$ cat config.mk
export PLATFORM = sky130hd
export DESIGN_NAME = p2c_mulw
export DESIGN_NICKNAME = d
export VERILOG_FILES = /design/src/rtl/p2c_mulw.sv
export SDC_FILE = /design/constraint.sdc
export NUM_CORES = 1
export LEC_CHECK = 0
export BUFFER_PORTS_ARGS = -buffer_cell sky130_fd_sc_hd__buf_2
export CORE_MARGIN = 3
export CORE_UTILIZATION = 59
export CTS_BUF_LIST = sky130_fd_sc_hd__clkbuf_8 sky130_fd_sc_hd__clkbuf_16
export DETAILED_ROUTE_END_ITERATION = 8
export PLACE_DENSITY_LB_ADDON = 0.08
export SYNTH_ARGS = -nofsm -noshare
export SYNTH_HDL_FRONTEND = slang
export SYNTH_SLANG_ARGS = --single-unit
$ cat constraint.sdc
create_clock -name clk -period 6.5 [get_ports clk]
set_input_delay 0.65 -clock clk [delete_from_list [all_inputs] [get_ports clk]]
set_output_delay 0.65 -clock clk [all_outputs]
set_load 0.01 [all_outputs]
$ cat src/rtl/p2c_mulw.sv
// Module: two-stage wide unsigned multiplier with floor shift, built from 32x32 partial products.
module p2c_mulw #(
	parameter int A_W = 32,
	parameter int B_W = 32,
	parameter int SHIFT = 0,
	parameter int OUT_W = 32
) (
	input  logic             clk,
	input  logic             en,
	input  logic [A_W-1:0]   a,
	input  logic [B_W-1:0]   b,
	output logic [OUT_W-1:0] p
);
	localparam int NA = (A_W + 31) / 32;
	localparam int NB = (B_W + 31) / 32;
	localparam int FULL_W = 32 * (NA + NB);

	logic [32*NA-1:0]  a_pad;
	logic [32*NB-1:0]  b_pad;
	logic [63:0]       pp_s1 [NA][NB];
	logic [FULL_W-1:0] sum;
	logic [OUT_W-1:0]  p_s2;

	assign a_pad = (32*NA)'(a);
	assign b_pad = (32*NB)'(b);

	// stage 1: partial products
	always_ff @(posedge clk) begin
		if (en) begin
			for (int i = 0; i < NA; i++) begin
				for (int j = 0; j < NB; j++) begin
					pp_s1[i][j] <= {32'd0, a_pad[32*i +: 32]} * {32'd0, b_pad[32*j +: 32]};
				end
			end
		end
	end

	// stage 2: align, add, drop the low bits
	always_comb begin
		sum = '0;
		for (int i = 0; i < NA; i++) begin
			for (int j = 0; j < NB; j++) begin
				sum = sum + (FULL_W'(pp_s1[i][j]) << (32 * (i + j)));
			end
		end
	end

	always_ff @(posedge clk) begin
		if (en) begin
			p_s2 <= OUT_W'(sum >> SHIFT);
		end
	end

	assign p = p_s2;

endmodule

==> impl_metrics.tcl, run 1 <==
set metrics [dict create \
    io_pins 98 \
    grt-ovfl-total 0 \
    tritoncts "yes" \
    drt_wl_total_um 47800 \
    finalNetCount 2661 \
    cts_htree_levels 3 \
    drive_above_1_share_pct 22.4 \
    min_period_ns 6.54 \
    rsz0062_at_grt "true" \
    grt_pass1_wl_um 76100 \
    min_period_over_period_pct 101 \
    drcViolationCount 0 \
    ys.flop_type "edfxtp_1" \
    startpoint "b[2]" \
    avgSynthCellArea_um2 9.73 \
    synthesis.nets 2414 \
    synth-seq-cells 64 \
    hp-class "reg -> reg" \
    grtUsageTotal_pct 31.4 \
    die_area_mm2 0.0321 \
    cts_inserted_buffers 9 \
    synth_cell_types 45 \
    core_area_mm2 0.0291 \
    area_delta_synth_final_pct 21.0 \
    cts_buffer_depth 2 \
    synth_top_area_share_pct 46.2 \
    antennaDiodeCount 0 \
    io_buffers 97 \
    ys_warn_count 0 \
    wire_per_inst_um 19.5 \
    synth_most_common_cell "fa_1" \
    synthTopCellsByArea "fa_1 (46%), and2_1 (11%), edfxtp_1 (11%)" \
    vias 13100 \
    violations "negative setup slack" \
    viasPerCell 5.33 \
    min_to "p[25]$_DFFE_PP_" \
    path_class "in -> reg" \
    numClockSinks 64 \
    drtIter0Drc 941 \
    arrival_ns 6.64 \
    r2r_slack_ns 5.79 \
    max_slew_margin_pct 45.9 \
    r2r-start "pp_s1[0][6]$_DFFE_PP_" \
    maxCapViolCount 0 \
    ant_nets 0 \
    start_util_pct 60.8 \
    required_ns 6.59 \
    fillers 2158 \
    rows 62 \
    min-delay-start "pp_s1[0][25]$_DFFE_PP_" \
    reg2reg_depth 0 \
    pre_cts_ws_ns -0.638 \
    synth_area_mm2 0.0177 \
    hpwl_um 39800 \
    setup_violations 1 \
    fin_skew_ns 0.0105 \
    synth_commonest_cells "fa_1 (408), inv_1 (399), and2_1 (311)" \
    async_flop_share_pct 0 \
    place_congestion 0.913 \
    critPathLaunchType "primary input" \
    grt_pass1_vias 14200 \
    antenna_found_initial 0 \
    max_freq_mhz 153 \
    tightest_slew_ns 0.812 \
    root_buffer "clkbuf_16" \
    dr.pass1.iters 5 \
    cp-end-kind "flip-flop" \
    outcome "complete, but fails checks" \
    clkLatencyLatePin_ns 0.34 \
    clk_pin_slew_worst_paths_ns 0.06 \
    rr_endpoint "p[6]$_DFFE_PP_" \
    synth_edf_count 64 \
    worstPathMaxFanout 8 \
    whs_path_depth 0 \
    die_h_um 179 \
    grt_start_max_net_pins 65 \
    setup_slack_ns -0.0434 \
    synth.largest_area_cell "fa_1" \
    yosysSeqAreaShare_pct 10.9 \
    drv_slew 0 \
    final_hold_viol_count 0 \
    syn_inst 1817 \
    die_w_um 179 \
]
-- critical path, stage by stage --
cell,delay [ns]
buf_12,0.12
buf_16,0.12
buf_4,0.12
and2_4,0.13
fa_1,0.49
inv_2,0.04
fa_2,0.54
fa_1,0.47
fa_1,0.50
inv_1,0.05
fa_1,0.50
fa_2,0.45
fa_1,0.56
fa_2,0.43
ha_2,0.20
a21o_1,0.21
a21o_1,0.23
a21oi_2,0.20
nor2_2,0.05
a211oi_2,0.15
o31a_1,0.22
o21ai_2,0.07
xnor2_1,0.12
-- placed cells by master, fill, tap and decap left out, types with 3 or more instances in the layout --
cell type  synthesis  layout
xor2_1            19      19
buf_6              0      21
and2_1           311     290
ha_4               0      22
clkbuf_16          0      10
nand3_1            7       3
nand2_2            0       4
o21ai_1            0       3
a21oi_1           19      10
nor2_2             0       5
nand2_1          233     229
buf_4              0     207
o21ai_0            8       3
buf_2              4      72
buf_8              0       3
nand3_2            0       3
a211oi_1           4       3
fa_1             408     386
xnor2_1           64      63
inv_1            399     390
a21o_1            12      12
inv_2              0      10
fa_2               0      22
buf_12             0      17
and2_4             0      21
nor2_1            19      13
ha_1             123      99
edfxtp_1          64      64
a21oi_2            1       8
-- layout make-up --
cell class	count	area [um^2]	area share (%)
inverters	399	1500	7.00
clock buffers	9	225	1.05
repair buffers	324	2620	12.3
multi-input cells	1266	14600	68.1
flip-flops and latches	64	1920	8.98
clock inverters	7	72.6	0.339
well taps	384	480	2.24
-- cells by family after synthesis --
family          count (synthesis)  synth area share [%]
buf+inv                       487                  10.4
xor+xnor                       83                  4.11
simple gates                  579                  16.9
fa+ha+maj                     531                  54.9
flops                          64                  10.9
compound gates                 73                  2.91
-- per-stage QoR --
stage               instance area [um^2]  hold slack [ns]  utilization (%)  instances  setup TNS [ns]
global route                       21400            0.422             73.6       2453           -1.08
floorplan                          18000            0.400                -       1817          -0.395
global placement                   20300            0.403             69.6       2421           -6.67
CTS                                21100            0.420             72.5       2445               0
finish                             21400            0.421             73.6       2453         -0.0434
detailed placement                 20300            0.407             69.6       2421           -8.78
-- sequential cells by signal (all words and copies together) (netlist names) --
signal,count
p,32
pp_s1,32
-- per-layer routing --
layer	GRT usage, %	vias to the layer above	part of all wire [%]
met5	0	-	0
li1	-	5799	-
met1	45.3	6717	43
met4	10.4	0	3.6
met3	4.09	84	6.5
met2	49.7	470	47
-- repair_timing --
item,4_1_cts,5_1_grt
resized for setup,100,70
pin swaps,95,82
hold buffers,0,0
setup buffers,8,7
cloned,2,1
setup endpoints to repair,15,14
-- how the worst max path moves through the flow --
stage / endpoint / slack (ns) / cells past startpoint
final: pp_s1[0][31]$_DFFE_PP_ / -0.04 / 23
after global routing: pp_s1[0][31]$_DFFE_PP_ / -0.24 / 22
after CTS: pp_s1[0][31]$_DFFE_PP_ / 0.0005 / 22
after detailed placement: pp_s1[0][28]$_DFFE_PP_ / -0.64 / 24
after global placement: pp_s1[0][28]$_DFFE_PP_ / -0.52 / 22
after floorplan: pp_s1[0][31]$_DFFE_PP_ / -0.11 / 22
Power of run 1 is not shown: default switching activity piles up to over one toggle a cycle in this logic, so the estimate is an artifact.
==> run 2: changes to the inputs <==
--- a/config.mk
+++ b/config.mk
@@ -10,7 +10,8 @@
 export CORE_UTILIZATION = 59
 export CTS_BUF_LIST = sky130_fd_sc_hd__clkbuf_8 sky130_fd_sc_hd__clkbuf_16
 export DETAILED_ROUTE_END_ITERATION = 8
-export PLACE_DENSITY_LB_ADDON = 0.08
+export PLACE_DENSITY = 0.81
+export SKIP_CTS_REPAIR_TIMING = 1
 export SYNTH_ARGS = -nofsm -noshare
 export SYNTH_HDL_FRONTEND = slang
 export SYNTH_SLANG_ARGS = --single-unit
==> impl_metrics.tcl, run 2 (synthesis results as in run 1) <==
set metrics [dict create \
    place_congestion 0.926 \
    numClockSinks 64 \
    tightest_slew_ns 0.757 \
    min_period_ns 6.66 \
    dr.pass1.iters 5 \
    hpwl_um 38000 \
    vias 13000 \
    fin_skew_ns 0.00588 \
    ant_nets 0 \
    antennaDiodeCount 0 \
    ff_latch_area_mm2 0.00192 \
    layout.cells.most_common "inv_1" \
    setup_slack_ns -0.158 \
    grt_pass1_wl_um 71700 \
    grt-ovfl-total 0 \
    clk_pin_slew_worst_paths_ns 0.06 \
    die_w_um 179 \
    hp-class "reg -> reg" \
    multiInputGateArea_mm2 0.0146 \
    drive_above_1_share_pct 21.6 \
    io_pins 98 \
    rsz0062_at_grt "true" \
    area_delta_synth_final_pct 19.7 \
    arrival_ns 6.74 \
    die_h_um 179 \
    critical_path.top_delay_family "adder cells" \
    finalNetCount 2639 \
    drt_wl_total_um 45600 \
    path_common_cell "fa_1" \
    grt_pass1_vias 14100 \
    cp_cell_sequence "buf_12 > buf_12 > and2_4 > fa_1 > inv_1 > fa_1 > fa_2 > fa_1 > inv_1 > fa_1 > fa_2 > fa_1 > fa_1 > ha_4 > a21o_1 > a21oi_2 > nor2_1 > nor2_1 > o211a_4 > o31a_1 > o21ai_2 > xnor2_1" \
    grt_start_max_net_pins 65 \
    cts_inserted_buffers 9 \
    setup_violations 7 \
    required_ns 6.58 \
    final_hold_viol_count 0 \
    critPathLaunchType "primary input" \
    drv_slew 0 \
    cp-end-kind "flip-flop" \
    max_freq_mhz 150 \
    cts_htree_levels 3 \
    utilization_pct 72.8 \
    root_buffer "clkbuf_16" \
    worstPathMaxFanout 5 \
    rows 62 \
    worstPathBufferInverterCount 4 \
    min_period_over_period_pct 102 \
    drcViolationCount 0 \
    clkLatencyLatePin_ns 0.32 \
    antenna_found_initial 0 \
    outcome "complete, but fails checks" \
    grtUsageTotal_pct 29.0 \
    start_util_pct 60.8 \
    slowest_stage "fa_1" \
    drtIter0Drc 906 \
    core_area_mm2 0.0291 \
    wire_per_inst_um 18.8 \
    path_class "in -> reg" \
    fillers 1984 \
    violations "negative setup slack" \
    io_buffers 97 \
    maxCapViolCount 0 \
    tritoncts "yes" \
    die_area_mm2 0.0321 \
    final_cell_mix "inv_1 (383), fa_1 (380), and2_1 (293)" \
    cp_slowest_stage_delay_ns 0.60 \
    max_slew_margin_pct 49.5 \
    viasPerCell 5.34 \
    cts_buffer_depth 2 \
]
==> run 2: path summary, 6_finish.rpt <==
| kind | startpoint | end | slack (ns) | depth (start not counted) |
|---|---|---|---|---|
| max | b[4] | pp_s1[0][31]$_DFFE_PP_ | -0.16 | 22 |
| min | pp_s1[0][7]$_DFFE_PP_ | p[7]$_DFFE_PP_ | 0.42 | 0 |
| max reg2reg | pp_s1[0][11]$_DFFE_PP_ | p[11]$_DFFE_PP_ | 5.86 | 0 |
| min reg2reg | pp_s1[0][7]$_DFFE_PP_ | p[7]$_DFFE_PP_ | 0.42 | 0 |
==> run 2: metal layers <==
layer / part of all wire, % / routed length, um / GRT usage [%]
met1: 40 / 18200 / 39.4
met2: 49 / 22100 / 47.1
met3: 7.9 / 3580 / 5.55
met4: 3.5 / 1610 / 10.1
met5: 0 / 0 / 0
==> run 2: layout make-up <==
cell class | count | area share (%)
Inverter | 399 | 7.07
Multi-Input combinational cell | 1266 | 68.8
Tap cell | 384 | 2.27
Clock buffer | 9 | 1.06
Clock inverter | 7 | 0.219
Timing Repair Buffer | 302 | 11.5
Sequential cell | 64 | 9.08
==> run 2: stage by stage <==
stage          TNS, ns  instance area [um^2]  hold WS, ns  instances  setup WS [ns]
6_report        -0.343                 21200        0.418       2431         -0.158
5_1_grt          -1.70                 21200        0.429       2431         -0.321
4_1_cts          -2.83                 20300        0.415       2418         -0.379
3_5_place_dp     -8.16                 20100        0.405       2402         -0.690
3_3_place_gp     -4.86                 20100        0.401       2402         -0.471
2_1_floorplan   -0.395                 18000        0.400       1817         -0.113
Power of run 2 is left out for the same reason.
